<file path="src/rtl/ctc_pkg.sv">
// Package for the compare timer/counter: command and register codes, the
// queued operation word, and prescaler helpers. No dependencies.
package ctc_pkg;

  localparam int unsigned CHANNELS = 3;
  localparam logic [2:0] CH_MASK = 3'((1 << CHANNELS) - 1);
  localparam logic [2:0] PRESCALE_COUNT = 3'd5;
  localparam int unsigned CTC_BIT = 3;

  typedef enum logic [1:0] {
    CMD_TICK  = 2'd0,
    CMD_WRITE = 2'd1,
    CMD_READ  = 2'd2,
    CMD_NONE  = 2'd3
  } cmd_e;

  typedef enum logic [2:0] {
    REG_CTRL  = 3'd0,
    REG_COUNT = 3'd1,
    REG_CMP_A = 3'd2,
    REG_CMP_B = 3'd3,
    REG_CMP_C = 3'd4,
    REG_FLAGS = 3'd5,
    REG_MASK  = 3'd6,
    REG_NONE  = 3'd7
  } reg_e;

  typedef struct packed {
    cmd_e        cmd;
    reg_e        addr;
    logic [15:0] wdata;
    logic        bad;
  } op_t;

  function automatic logic [3:0] prescale_shift(input logic [2:0] sel);
    logic [3:0] sh;
    unique case (sel)
      3'd1:    sh = 4'd0;
      3'd2:    sh = 4'd3;
      3'd3:    sh = 4'd6;
      3'd4:    sh = 4'd8;
      3'd5:    sh = 4'd10;
      default: sh = 4'd0;
    endcase
    return sh;
  endfunction

  function automatic logic [9:0] prescale_limit(input logic [2:0] sel);
    logic [10:0] one;
    one = 11'd1 << prescale_shift(sel);
    return 10'(one - 11'd1);
  endfunction

  function automatic logic addr_used(input logic [2:0] addr);
    logic ok;
    if (addr >= 3'(REG_CMP_A) && addr <= 3'(REG_CMP_C)) begin
      ok = (32'(addr - 3'(REG_CMP_A)) < CHANNELS);
    end else begin
      ok = (addr != 3'(REG_NONE));
    end
    return ok;
  endfunction

endpackage

</file>
<file path="src/rtl/ctc_if.sv">
// Valid/ready channel interfaces for the compare timer/counter.
// Depends on nothing; used by ctc_front, ctc_back and the top level.
interface ctc_in_if;
  logic        valid;
  logic        ready;
  logic [1:0]  cmd;
  logic [2:0]  reg_addr;
  logic [15:0] wdata;
  modport source (output valid, output cmd, output reg_addr, output wdata, input ready);
  modport sink (input valid, input cmd, input reg_addr, input wdata, output ready);
endinterface

interface ctc_out_if;
  logic        valid;
  logic        ready;
  logic [15:0] rdata;
  logic [2:0]  irq_pending;
  logic        bad_access;
  modport source (output valid, output rdata, output irq_pending, output bad_access,
                  input ready);
  modport sink (input valid, input rdata, input irq_pending, input bad_access,
                output ready);
endinterface

</file>
<file path="src/rtl/ctc_front.sv">
// Front end: accepts input words and classifies them into queued operations.
// Depends on ctc_pkg and ctc_in_if.
module ctc_front (
  ctc_in_if.sink      in_i,
  input  logic        full_i,
  output logic        push_o,
  output ctc_pkg::op_t op_o
);

  ctc_pkg::cmd_e cmd;

  assign cmd = ctc_pkg::cmd_e'(in_i.cmd);
  assign in_i.ready = !full_i;
  assign push_o = in_i.valid && !full_i;

  always_comb begin
    op_o.addr  = ctc_pkg::reg_e'(in_i.reg_addr);
    op_o.wdata = in_i.wdata;
    op_o.cmd   = cmd;
    op_o.bad   = 1'b0;
    unique case (cmd)
      ctc_pkg::CMD_WRITE, ctc_pkg::CMD_READ: begin
        if (!ctc_pkg::addr_used(in_i.reg_addr)) begin
          op_o.cmd = ctc_pkg::CMD_NONE;
          op_o.bad = 1'b1;
        end
      end
      ctc_pkg::CMD_TICK, ctc_pkg::CMD_NONE: begin
      end
    endcase
  end

endmodule

</file>
<file path="src/rtl/ctc_queue.sv">
// Two-entry operation queue between the front end and the execute stage.
// Depends on ctc_pkg.
module ctc_queue (
  input  logic         clk_i,
  input  logic         rst_ni,
  input  logic         push_i,
  input  ctc_pkg::op_t op_i,
  output logic         full_o,
  output logic         valid_o,
  output ctc_pkg::op_t op_o,
  input  logic         pop_i
);

  ctc_pkg::op_t mem_q [2];
  logic         wr_ptr_q, wr_ptr_d;
  logic         rd_ptr_q, rd_ptr_d;
  logic [1:0]   cnt_q, cnt_d;

  assign full_o  = (cnt_q == 2'd2);
  assign valid_o = (cnt_q != 2'd0);
  assign op_o    = mem_q[rd_ptr_q];

  always_comb begin
    wr_ptr_d = push_i ? !wr_ptr_q : wr_ptr_q;
    rd_ptr_d = pop_i ? !rd_ptr_q : rd_ptr_q;
    cnt_d    = cnt_q + 2'(push_i) - 2'(pop_i);
  end

  always_ff @(posedge clk_i or negedge rst_ni) begin
    if (!rst_ni) begin
      wr_ptr_q <= 1'b0;
      rd_ptr_q <= 1'b0;
      cnt_q    <= 2'd0;
    end else begin
      wr_ptr_q <= wr_ptr_d;
      rd_ptr_q <= rd_ptr_d;
      cnt_q    <= cnt_d;
    end
  end

  always_ff @(posedge clk_i) begin
    if (push_i) begin
      mem_q[wr_ptr_q] <= op_i;
    end
  end

endmodule

</file>
<file path="src/rtl/ctc_back.sv">
// Execute stage: timer state, prescaler, compare channels and bus registers,
// with a registered result word. Depends on ctc_pkg and ctc_out_if.
module ctc_back (
  input  logic         clk_i,
  input  logic         rst_ni,
  input  logic         valid_i,
  input  ctc_pkg::op_t op_i,
  output logic         pop_o,
  ctc_out_if.source    out_o
);

  logic [15:0] count_q, count_d;
  logic [9:0]  div_q, div_d;
  logic [2:0]  sel_q, sel_d;
  logic        com_q, com_d;
  logic [15:0] cmp_q [3];
  logic [15:0] cmp_d [3];
  logic [2:0]  flags_q, flags_d;
  logic [2:0]  mask_q, mask_d;
  logic [9:0]  limit;
  logic [1:0]  cmp_idx;
  logic [15:0] rdata;

  logic        out_valid_q, out_valid_d;
  logic [15:0] rdata_q;
  logic [2:0]  irq_q;
  logic        bad_q;

  assign pop_o   = valid_i && (!out_valid_q || out_o.ready);
  assign limit   = ctc_pkg::prescale_limit(sel_q);
  assign cmp_idx = 2'(op_i.addr - ctc_pkg::REG_CMP_A);

  always_comb begin
    count_d = count_q;
    div_d   = div_q;
    sel_d   = sel_q;
    com_d   = com_q;
    cmp_d   = cmp_q;
    flags_d = flags_q;
    mask_d  = mask_q;
    rdata   = 16'd0;
    if (pop_o) begin
      unique case (op_i.cmd)
        ctc_pkg::CMD_TICK: begin
          if (sel_q != 3'd0 && sel_q <= ctc_pkg::PRESCALE_COUNT) begin
            if (div_q < limit) begin
              div_d = div_q + 10'd1;
            end else begin
              div_d = 10'd0;
              for (int ch = 0; ch < ctc_pkg::CHANNELS; ch++) begin
                if (cmp_q[ch] == count_q) begin
                  flags_d[ch] = 1'b1;
                end
              end
              if (com_q && count_q == cmp_q[0]) begin
                count_d = 16'd0;
              end else begin
                count_d = count_q + 16'd1;
              end
            end
          end
        end
        ctc_pkg::CMD_WRITE: begin
          unique case (op_i.addr)
            ctc_pkg::REG_CTRL: begin
              sel_d = op_i.wdata[2:0];
              com_d = op_i.wdata[ctc_pkg::CTC_BIT];
            end
            ctc_pkg::REG_COUNT: count_d = op_i.wdata;
            ctc_pkg::REG_CMP_A, ctc_pkg::REG_CMP_B, ctc_pkg::REG_CMP_C: begin
              for (int i = 0; i < 3; i++) begin
                if (cmp_idx == 2'(i)) begin
                  cmp_d[i] = op_i.wdata;
                end
              end
            end
            ctc_pkg::REG_FLAGS: flags_d = flags_q & ~op_i.wdata[2:0] & ctc_pkg::CH_MASK;
            ctc_pkg::REG_MASK:  mask_d  = op_i.wdata[2:0] & ctc_pkg::CH_MASK;
            ctc_pkg::REG_NONE: begin
            end
          endcase
        end
        ctc_pkg::CMD_READ: begin
          unique case (op_i.addr)
            ctc_pkg::REG_CTRL:  rdata = {12'd0, com_q, sel_q};
            ctc_pkg::REG_COUNT: rdata = count_q;
            ctc_pkg::REG_CMP_A: rdata = cmp_q[0];
            ctc_pkg::REG_CMP_B: rdata = cmp_q[1];
            ctc_pkg::REG_CMP_C: rdata = cmp_q[2];
            ctc_pkg::REG_FLAGS: rdata = {13'd0, flags_q & ctc_pkg::CH_MASK};
            ctc_pkg::REG_MASK:  rdata = {13'd0, mask_q & ctc_pkg::CH_MASK};
            ctc_pkg::REG_NONE:  rdata = 16'd0;
          endcase
        end
        ctc_pkg::CMD_NONE: begin
        end
      endcase
    end
  end

  always_comb begin
    if (pop_o) begin
      out_valid_d = 1'b1;
    end else if (out_o.ready) begin
      out_valid_d = 1'b0;
    end else begin
      out_valid_d = out_valid_q;
    end
  end

  always_ff @(posedge clk_i or negedge rst_ni) begin
    if (!rst_ni) begin
      count_q     <= 16'd0;
      div_q       <= 10'd0;
      sel_q       <= 3'd0;
      com_q       <= 1'b0;
      cmp_q       <= '{default: 16'd0};
      flags_q     <= 3'd0;
      mask_q      <= 3'd0;
      out_valid_q <= 1'b0;
    end else begin
      count_q     <= count_d;
      div_q       <= div_d;
      sel_q       <= sel_d;
      com_q       <= com_d;
      cmp_q       <= cmp_d;
      flags_q     <= flags_d;
      mask_q      <= mask_d;
      out_valid_q <= out_valid_d;
    end
  end

  always_ff @(posedge clk_i) begin
    if (pop_o) begin
      rdata_q <= rdata;
      irq_q   <= flags_d & mask_d & ctc_pkg::CH_MASK;
      bad_q   <= op_i.bad;
    end
  end

  assign out_o.valid       = out_valid_q;
  assign out_o.rdata       = rdata_q;
  assign out_o.irq_pending = irq_q;
  assign out_o.bad_access  = bad_q;

endmodule

</file>
<file path="src/rtl/timer_counter_compare_ctc.sv">
// Top level of the 16-bit compare timer/counter with clear-on-compare mode.
// Depends on ctc_pkg, ctc_in_if/ctc_out_if, ctc_front, ctc_queue, ctc_back.
//
// in_i carries one word per core-clock tick, bus write or bus read; out_o
// returns exactly one word per input word, in order, with read data, the
// enabled pending compare flags and an unused-address marker.
// An accepted word is written into the queue, executed at the queue head and
// its result registered (valid high from then on until taken); out_o takes it
// from that register. Throughput: one word per cycle while out_o does not
// stall, set by the execute stage that updates counter, prescaler and flags.
// A two-word queue separates the front end from the execute stage; a
// registered result word separates the execute stage from the receiver.
// While out_o stalls, the queue fills and in_i.ready drops once it holds two
// words; nothing is dropped.
// Reset (rst_ni low, asynchronous) stops the timer, clears counter,
// prescaler, compare values, flags and mask, and empties queue and output.
module timer_counter_compare_ctc (
  input  logic      clk_i,
  input  logic      rst_ni,
  ctc_in_if.sink    in_i,
  ctc_out_if.source out_o
);

  logic         push;
  logic         full;
  logic         q_valid;
  logic         pop;
  ctc_pkg::op_t push_op;
  ctc_pkg::op_t head_op;

  ctc_front u_front (
    .in_i   (in_i),
    .full_i (full),
    .push_o (push),
    .op_o   (push_op)
  );

  ctc_queue u_queue (
    .clk_i   (clk_i),
    .rst_ni  (rst_ni),
    .push_i  (push),
    .op_i    (push_op),
    .full_o  (full),
    .valid_o (q_valid),
    .op_o    (head_op),
    .pop_i   (pop)
  );

  ctc_back u_back (
    .clk_i   (clk_i),
    .rst_ni  (rst_ni),
    .valid_i (q_valid),
    .op_i    (head_op),
    .pop_o   (pop),
    .out_o   (out_o)
  );

endmodule
</file>
<file path="src/flat_wrapper.sv">
// flat-port wrapper written by rule: the top's interface ports become plain ports
module timer_counter_compare_ctc_flat 
  (clk_i, rst_ni, in_i_valid, in_i_cmd, in_i_reg_addr, in_i_wdata, in_i_ready, out_o_valid, out_o_rdata, out_o_irq_pending, out_o_bad_access, out_o_ready);
  ctc_in_if in_i_i ();
  ctc_out_if out_o_i ();
  input  logic clk_i;
  input  logic rst_ni;
  input wire logic [$bits(in_i_i.valid)-1:0] in_i_valid;
  input wire logic [$bits(in_i_i.cmd)-1:0] in_i_cmd;
  input wire logic [$bits(in_i_i.reg_addr)-1:0] in_i_reg_addr;
  input wire logic [$bits(in_i_i.wdata)-1:0] in_i_wdata;
  output wire logic [$bits(in_i_i.ready)-1:0] in_i_ready;
  output wire logic [$bits(out_o_i.valid)-1:0] out_o_valid;
  output wire logic [$bits(out_o_i.rdata)-1:0] out_o_rdata;
  output wire logic [$bits(out_o_i.irq_pending)-1:0] out_o_irq_pending;
  output wire logic [$bits(out_o_i.bad_access)-1:0] out_o_bad_access;
  input wire logic [$bits(out_o_i.ready)-1:0] out_o_ready;
  assign in_i_i.valid = in_i_valid;
  assign in_i_i.cmd = in_i_cmd;
  assign in_i_i.reg_addr = in_i_reg_addr;
  assign in_i_i.wdata = in_i_wdata;
  assign in_i_ready = in_i_i.ready;
  assign out_o_valid = out_o_i.valid;
  assign out_o_rdata = out_o_i.rdata;
  assign out_o_irq_pending = out_o_i.irq_pending;
  assign out_o_bad_access = out_o_i.bad_access;
  assign out_o_i.ready = out_o_ready;
  timer_counter_compare_ctc u_core (.clk_i(clk_i), .rst_ni(rst_ni), .in_i(in_i_i), .out_o(out_o_i));
endmodule
</file>
<file path="config.mk">
export PLATFORM = sky130hd
export DESIGN_NAME = timer_counter_compare_ctc_flat
export DESIGN_NICKNAME = d
export VERILOG_FILES = /design/src/rtl/ctc_pkg.sv /design/src/rtl/ctc_if.sv /design/src/rtl/ctc_front.sv /design/src/rtl/ctc_queue.sv /design/src/rtl/ctc_back.sv /design/src/rtl/timer_counter_compare_ctc.sv /design/src/flat_wrapper.sv
export SDC_FILE = /design/constraint.sdc
export NUM_CORES = 1
export LEC_CHECK = 0
export BUFFER_PORTS_ARGS = -buffer_cell sky130_fd_sc_hd__buf_2
export CAP_MARGIN = 20
export CORE_AREA = 2 2 134 97
export DETAILED_ROUTE_END_ITERATION = 7
export DIE_AREA = 0 0 136 99
export PLACE_DENSITY = 0.92
export SLEW_MARGIN = 15
export SYNTH_ARGS = -nofsm -noshare
export SYNTH_HDL_FRONTEND = slang
export SYNTH_SLANG_ARGS = --single-unit
</file>
<file path="constraint.sdc">
create_clock -name clk_i -period 5 [get_ports clk_i]
set_input_delay 0.5 -clock clk_i [delete_from_list [all_inputs] [get_ports clk_i]]
set_output_delay 0.5 -clock clk_i [all_outputs]
set_load 0.02 [all_outputs]
</file>
Word-level counts from Yosys, hierarchy flattened. Memories as Yosys holds them, arrays and structs flattened. Index checks and enable logic that the tools add are counted.

Flip-flop bits (word level): 109. Memory bits (writable): 44. Input port bits: 25. Memories: 1.

$add $sub $neg: 7. Order comparisons: 5. Equal/unequal tests: 26. Shift-type cells: 1. Mux-type cells: 29. Bitwise logic cells: 3. Reduce and logical (&&, ||, !) cells: 25.

Memories: u_core.u_queue.mem_q (depth 2, bits a word 22, read ports 1, clocked after Yosys merged registers in 0, write ports 1, RTL line ctc_queue.sv:14) `ctc_pkg::op_t mem_q [2];`.

Operators with widths (number): 16-bit case mux with 8 select lines (1); 16-bit equality test (4); 16-bit 2-to-1 mux (4); 32-bit by 2-bit < comparator with 1-bit output (second input constant) (1); 16-bit case mux with 2 select lines (1); 3-bit 2-to-1 mux (7); 3-bit equality test (second input constant) (6); 16-bit by 1-bit adder with 16-bit output (second input constant) (1); 4-bit case mux with 4 select lines (1); 3-bit by 2-bit equality test with 1-bit output (second input constant) (4); 4-bit AND reduction (3); 1-bit 2-to-1 mux (11); 10-bit by 1-bit adder with 10-bit output (second input constant) (1); 10-bit < comparator (1); 10-bit 2-to-1 mux (1); 1-bit by 4-bit left shift with 10-bit output (first input constant) (1); 10-bit by 1-bit subtractor with 10-bit output (second input constant) (1); 2-bit equality test (second input constant) (4); 3-bit bitwise AND (2); 2-bit by 1-bit equality test with 1-bit output (second input constant) (3); 3-bit <= comparator (second input constant) (2); 2-bit != test (second input constant) (3); 3-bit case mux with 2 select lines (1); 3-bit AND reduction (2); other kinds (19) (30).

Longest topological paths before layout.
Word-level depth: 10. Depth in mapped cells: 18.

Hierarchy. Synthesis repeated with hierarchy kept, for this count alone.

Cells, all modules: 684. Area, all modules: 7966.4 sq um.

Modules (own cells, without submodules): ctc_back (instances 1, cells an instance 564, area each 5910.7 sq um, seq. area each 2727.6 sq um); ctc_queue (instances 1, cells an instance 83, area each 1790.5 sq um, seq. area each 1421.4 sq um); ctc_front (instances 1, cells an instance 37, area each 265.3 sq um, seq. area each 0.0 sq um).

Worst setup path after synthesis. OpenSTA, ideal clock, no wires.

Kind: register to register. Start: reg u_core.u_back.sel_q[1]. End: reg u_core.u_back.irq_q[2], in the netlist u_core.u_back.out_o.irq_pending[2] (data pin). Library setup time: 0.263 ns. Arrival time: 3.045 ns. Path slack: 1.692 ns. Stages on the path, launching flop included: 18. Buffers on the path: 3. Clock period less this slack: 3.308 ns. Cells stage by stage: dfrtp_1 -> clkbuf_1 -> inv_1 -> ha_1 -> buf_1 -> a31oi_1 -> nor2_1 -> a221oi_1 -> nor2_1 -> a31oi_1 -> ha_1 -> a21oi_1 -> o31ai_1 -> a41oi_1 -> nand2_1 -> clkbuf_1 -> a31oi_1 -> nor3b_2.

Longest elaborated chain between the ends: 10. Elaborated cells on any way between the ends: 16. Classes of those cells: add/sub (1); order compare (2); eq/ne (4); shift (1); mux (5); bitwise (1); reduce/logical (2).

Ends and longest elaborated chain: start: declaration (RTL line ctc_back.sv:14) `logic [2:0] sel_q, sel_d;`; start signal: assignment (RTL line ctc_back.sv:124) `sel_q <= sel_d;`; 3-bit equality test or 3-bit by 2-bit equality test with 1-bit output (tied branches) (RTL line ctc_pkg.sv:37) `unique case (sel)`; 4-bit case mux with 4 select lines (RTL line ctc_pkg.sv:37); 1-bit by 4-bit left shift with 10-bit output (RTL line ctc_pkg.sv:50) `one = 11'd1 << prescale_shift(sel);`; 10-bit by 1-bit subtractor with 10-bit output (RTL line ctc_pkg.sv:51) `return 10'(one - 11'd1);`; 10-bit < comparator (RTL line ctc_back.sv:46) `if (div_q < limit) begin`; 3-bit 2-to-1 mux (RTL line ctc_back.sv:46); 3-bit 2-to-1 mux (*) (RTL line ctc_back.sv:45) `if (sel_q != 3'd0 && sel_q <= ctc_pkg::PRESCALE_COUNT) begin`; 3-bit case mux with 2 select lines (*) (RTL line ctc_back.sv:43) `unique case (op_i.cmd)`; 3-bit 2-to-1 mux (*) (RTL line ctc_back.sv:42) `if (pop_o) begin`; 3-bit bitwise AND (*) (RTL line ctc_back.sv:136) `irq_q <= flags_d & mask_d & ctc_pkg::CH_MASK;`; end signal: assignment (RTL line ctc_back.sv:136); end: declaration (RTL line ctc_back.sv:26) `logic [2:0] irq_q;`.

Every way passes the cells marked *; elsewhere a longest branch is shown, timed or not. A chain may end at the register's enable or synchronous reset.

Worst setup path in the final report.
Start: reg u_core.u_back.sel_q[1]. End: reg u_core.u_back.div_q[0].

Longest elaborated chain between the ends: 6. Elaborated cells on any way between the ends: 13. Classes of those cells: add/sub (1); order compare (2); eq/ne (4); shift (1); mux (2); reduce/logical (3).

Ends and longest elaborated chain: 3-bit equality test or 3-bit by 2-bit equality test with 1-bit output (tied branches) (RTL line ctc_pkg.sv:37); 4-bit case mux with 4 select lines (RTL line ctc_pkg.sv:37); 1-bit by 4-bit left shift with 10-bit output (RTL line ctc_pkg.sv:50); 10-bit by 1-bit subtractor with 10-bit output (RTL line ctc_pkg.sv:51); 10-bit < comparator (RTL line ctc_back.sv:46); 10-bit 2-to-1 mux (RTL line ctc_back.sv:46); end signal: assignment (RTL line ctc_back.sv:123) `div_q <= div_d;`; end: declaration (RTL line ctc_back.sv:13) `logic [9:0] div_q, div_d;`.

Several ways; a longest one is shown, not always the timed one.

==> results.json <==
{
  "routabilityCongestion": 0.949,
  "clk_pin_slew_ns": 0.07,
  "cts-buffers-inserted": 17,
  "drc": 0,
  "worst_slew_pin_slew_ns": 1.11,
  "die_y_um": 99,
  "finalHoldViolCount": 0,
  "core_area_um2": 12200,
  "htreeDepth": 4,
  "peakVddDrop_mv": 0.409,
  "relSlewSlack_pct": 26.0,
  "ant_nets": 0,
  "wl_per_cell_um": 21.9,
  "first_iter_violations": 1118,
  "status": "finished, final reports clean",
  "criticalPathCategory": "reg -> reg",
  "path_cells": "inv_1 -> ha_1 -> a31oi_1 -> nor2_1 -> a221oi_1 -> nor2_1 -> a31oi_1 -> ha_1 -> a21oi_1 -> o31ai_1 -> a41oi_1 -> nand2_1 -> nor2_1 -> mux2_2",
  "drt-pass1-iter-count": 7,
  "dieWidth_um": 136,
  "syn_inst": 738,
  "synth_top_area_share_pct": 28.7,
  "fmax_mhz": 242,
  "cts_tree": "done",
  "start_kind": "register",
  "setup_ws_ns": 0.862,
  "hold_buffers": 0,
  "n_fill_cell": 849,
  "finalSetupTns_ns": 0,
  "syn-cell-area_um2": 7750,
  "dp_cells": 906,
  "clock-root-buffer": "clkbuf_16",
  "cp_slowest_cell": "dfrtp_1",
  "min_path_type": "in -> async",
  "io_pins": 47,
  "drive_above_1_share_pct": 13.6,
  "totalWireLength_um": 20500,
  "die-area_um2": 13500,
  "r2r_slack_ns": 0.86,
  "yosys_warnings": 0,
  "num_antenna_cells": 0,
  "start_util_pct": 63.7,
  "vias_per_cell": 6.73,
  "grt_max_degree": 90,
  "grt_pass1_wl_um": 32300,
  "total_power_uw": 5940,
  "synth_seq_cells": 153,
  "grt_util_all_layers_pct": 31.7,
  "crit_arrival_ns": 4.52,
  "pre_cts_slack_ns": 1.11,
  "async_flop_share_pct": 58.2,
  "yosys.area.top_type": "dfrtp_1",
  "crit_buf_inv": 1,
  "grt_pass1_vias": 6051,
  "cts_setup_buffers": 0,
  "p_leak_uw": 0.00352,
  "worstSkewPairLatency_ns": 0.44,
  "fin_crit_sh_pct": 82.8,
  "cpMostUsedCell": "nor2_1",
  "critPathMaxFanout": 13,
  "cp_top_family": "compound AO/OA/AOI/OAI gates",
  "area_delta_synth_final_pct": 11.8,
  "antenna_found_initial": 0,
  "utilization_pct": 71.2,
  "io_buffers": 46,
  "final_common_cell": "nand2_1",
  "drv_cap": 0,
  "layoutNonFillerInstCount": 939,
  "ctsLongestPathBuffers": 2,
  "setup_viol": 0,
  "worstPathRequired_ns": 5.38,
  "rows": 34,
  "cts.sinks": 153,
  "cpPeakStageDelay_ns": 0.62,
  "drv_slew": 0,
  "synthFlopType": "dfrtp_1",
  "synth.distinct_cells": 58,
  "vias": 6320,
  "rsz0062_at_grt": "no",
  "syn_avg_cell_area_um2": 10.5,
  "synth_nets": 781,
  "final_cell_mix": "nand2_1, dfrtp_1, o21ai_0",
  "ys_seq_area_share_pct": 53.5,
  "synth.top_cells.by_area": "dfrtp_1, edfxtp_1, xnor2_1, o21ai_0, nand2_1",
  "crit_path_end_kind": "register",
  "cts.repair.resized": 0,
  "hpwl_um": 13400,
  "synth_edf_count": 64,
  "skew_ns": 0.0147,
  "final_nets": 807,
  "grt_remaining_overflow": 0,
  "finalCriticalPeriod_ns": 4.14,
  "powerDensity_nw_per_um2": 686
}
-- power breakdown --
part	internal [uW]	switching (uW)
clock	733	596
sequential	1780	510
combinational	858	1470
-- final timing paths --
kind	end	start	depth (start not counted)
setup / recovery	u_core.u_back.div_q[0]$_DFFE_PN0P_	u_core.u_back.sel_q[1]$_DFFE_PN0P_	14
hold / removal	u_core.u_queue.wr_ptr_q$_DFFE_PN0P_	rst_ni	1
setup reg to reg	u_core.u_back.div_q[0]$_DFFE_PN0P_	u_core.u_back.sel_q[1]$_DFFE_PN0P_	14
hold reg to reg	u_core.u_back.mask_q[1]$_DFF_PN0_	u_core.u_back.mask_q[1]$_DFF_PN0_	2
max in group asynchronous	u_core.u_back.div_q[1]$_DFFE_PN0P_	rst_ni	1
min in group clk_i	u_core.u_queue.mem_q[0][3]$_DFFE_PP_	in_i_wdata[2]	1
-- per-stage QoR --
stage / hold WS (ns) / instance area, um^2
after CTS: 0.243 / 8650
after global routing: 0.194 / 8670
after global placement: 0.487 / 8040
after detailed placement: 0.490 / 8040
after floorplan: 0.204 / 7750
final: 0.110 / 8670
-- logic make-up (layout without fill, tap and decap cells) --
family	after synthesis	after routing	synth area share (%)
AOI/OAI and AO/OA	212	212	17.6
xor gates and xnor gates	53	53	5.99
adders and majority gates	18	18	2.91
buffers and inverters	71	110	3.79
DFF	153	153	53.5
muxes	28	28	3.71
and+or+nand+nor	203	203	12.5
-- per-layer routing --
layer | share of wire (%) | up-vias | track usage [%] | wire length, um
met5 | 0 | - | 0 | 0
met4 | 3.4 | 0 | 12.5 | 702
met3 | 11 | 71 | 8.13 | 2330
met2 | 45 | 449 | 46.8 | 9260
met1 | 40 | 3047 | 45.3 | 8230
li1 | - | 2753 | - | -
-- synth_stat cells (all sizes together), types with 4 or more instances --
cell    instances
inv            25
o32a            8
mux2i          22
nor2           30
nand2b          9
a22oi          25
nor3            6
a31oi           9
xnor2          52
nand4          14
mux2            6
clkbuf         34
or3             4
nor2b          10
nor4            5
o22ai          15
a21oi          38
o21ai          78
a22o            9
and3           10
o21a            4
nand2          92
a211oi          5
ha             18
buf            12
edfxtp         64
dfrtp          89
nand3          15
-- flip-flops by register name, indices dropped and copies added, names as in the netlist, 2 cells and up --
signal / count
u_core.u_back.mask_q: 3
u_core.u_back.flags_q: 3
u_core.u_back.cmp_q: 48
u_core.u_back.count_q: 16
u_core.u_back.sel_q: 3
u_core.u_back.out_o.rdata: 16
u_core.u_queue.mem_q: 44
u_core.u_queue.cnt_q: 2
u_core.u_back.div_q: 10
u_core.u_back.out_o.irq_pending: 3
-- area by class of cell --
type	instances	area, um^2	share of cell area [%]
Multi-Input combinational cell	514	3310	38.2
Timing Repair Buffer	53	297	3.42
Sequential cell	153	4150	47.9
Tap cell	162	203	2.34
Clock inverter	14	173	1.99
Inverter	25	93.8	1.08
Clock buffer	18	439	5.07
Note: power is estimated with default switching activity, not from simulation.
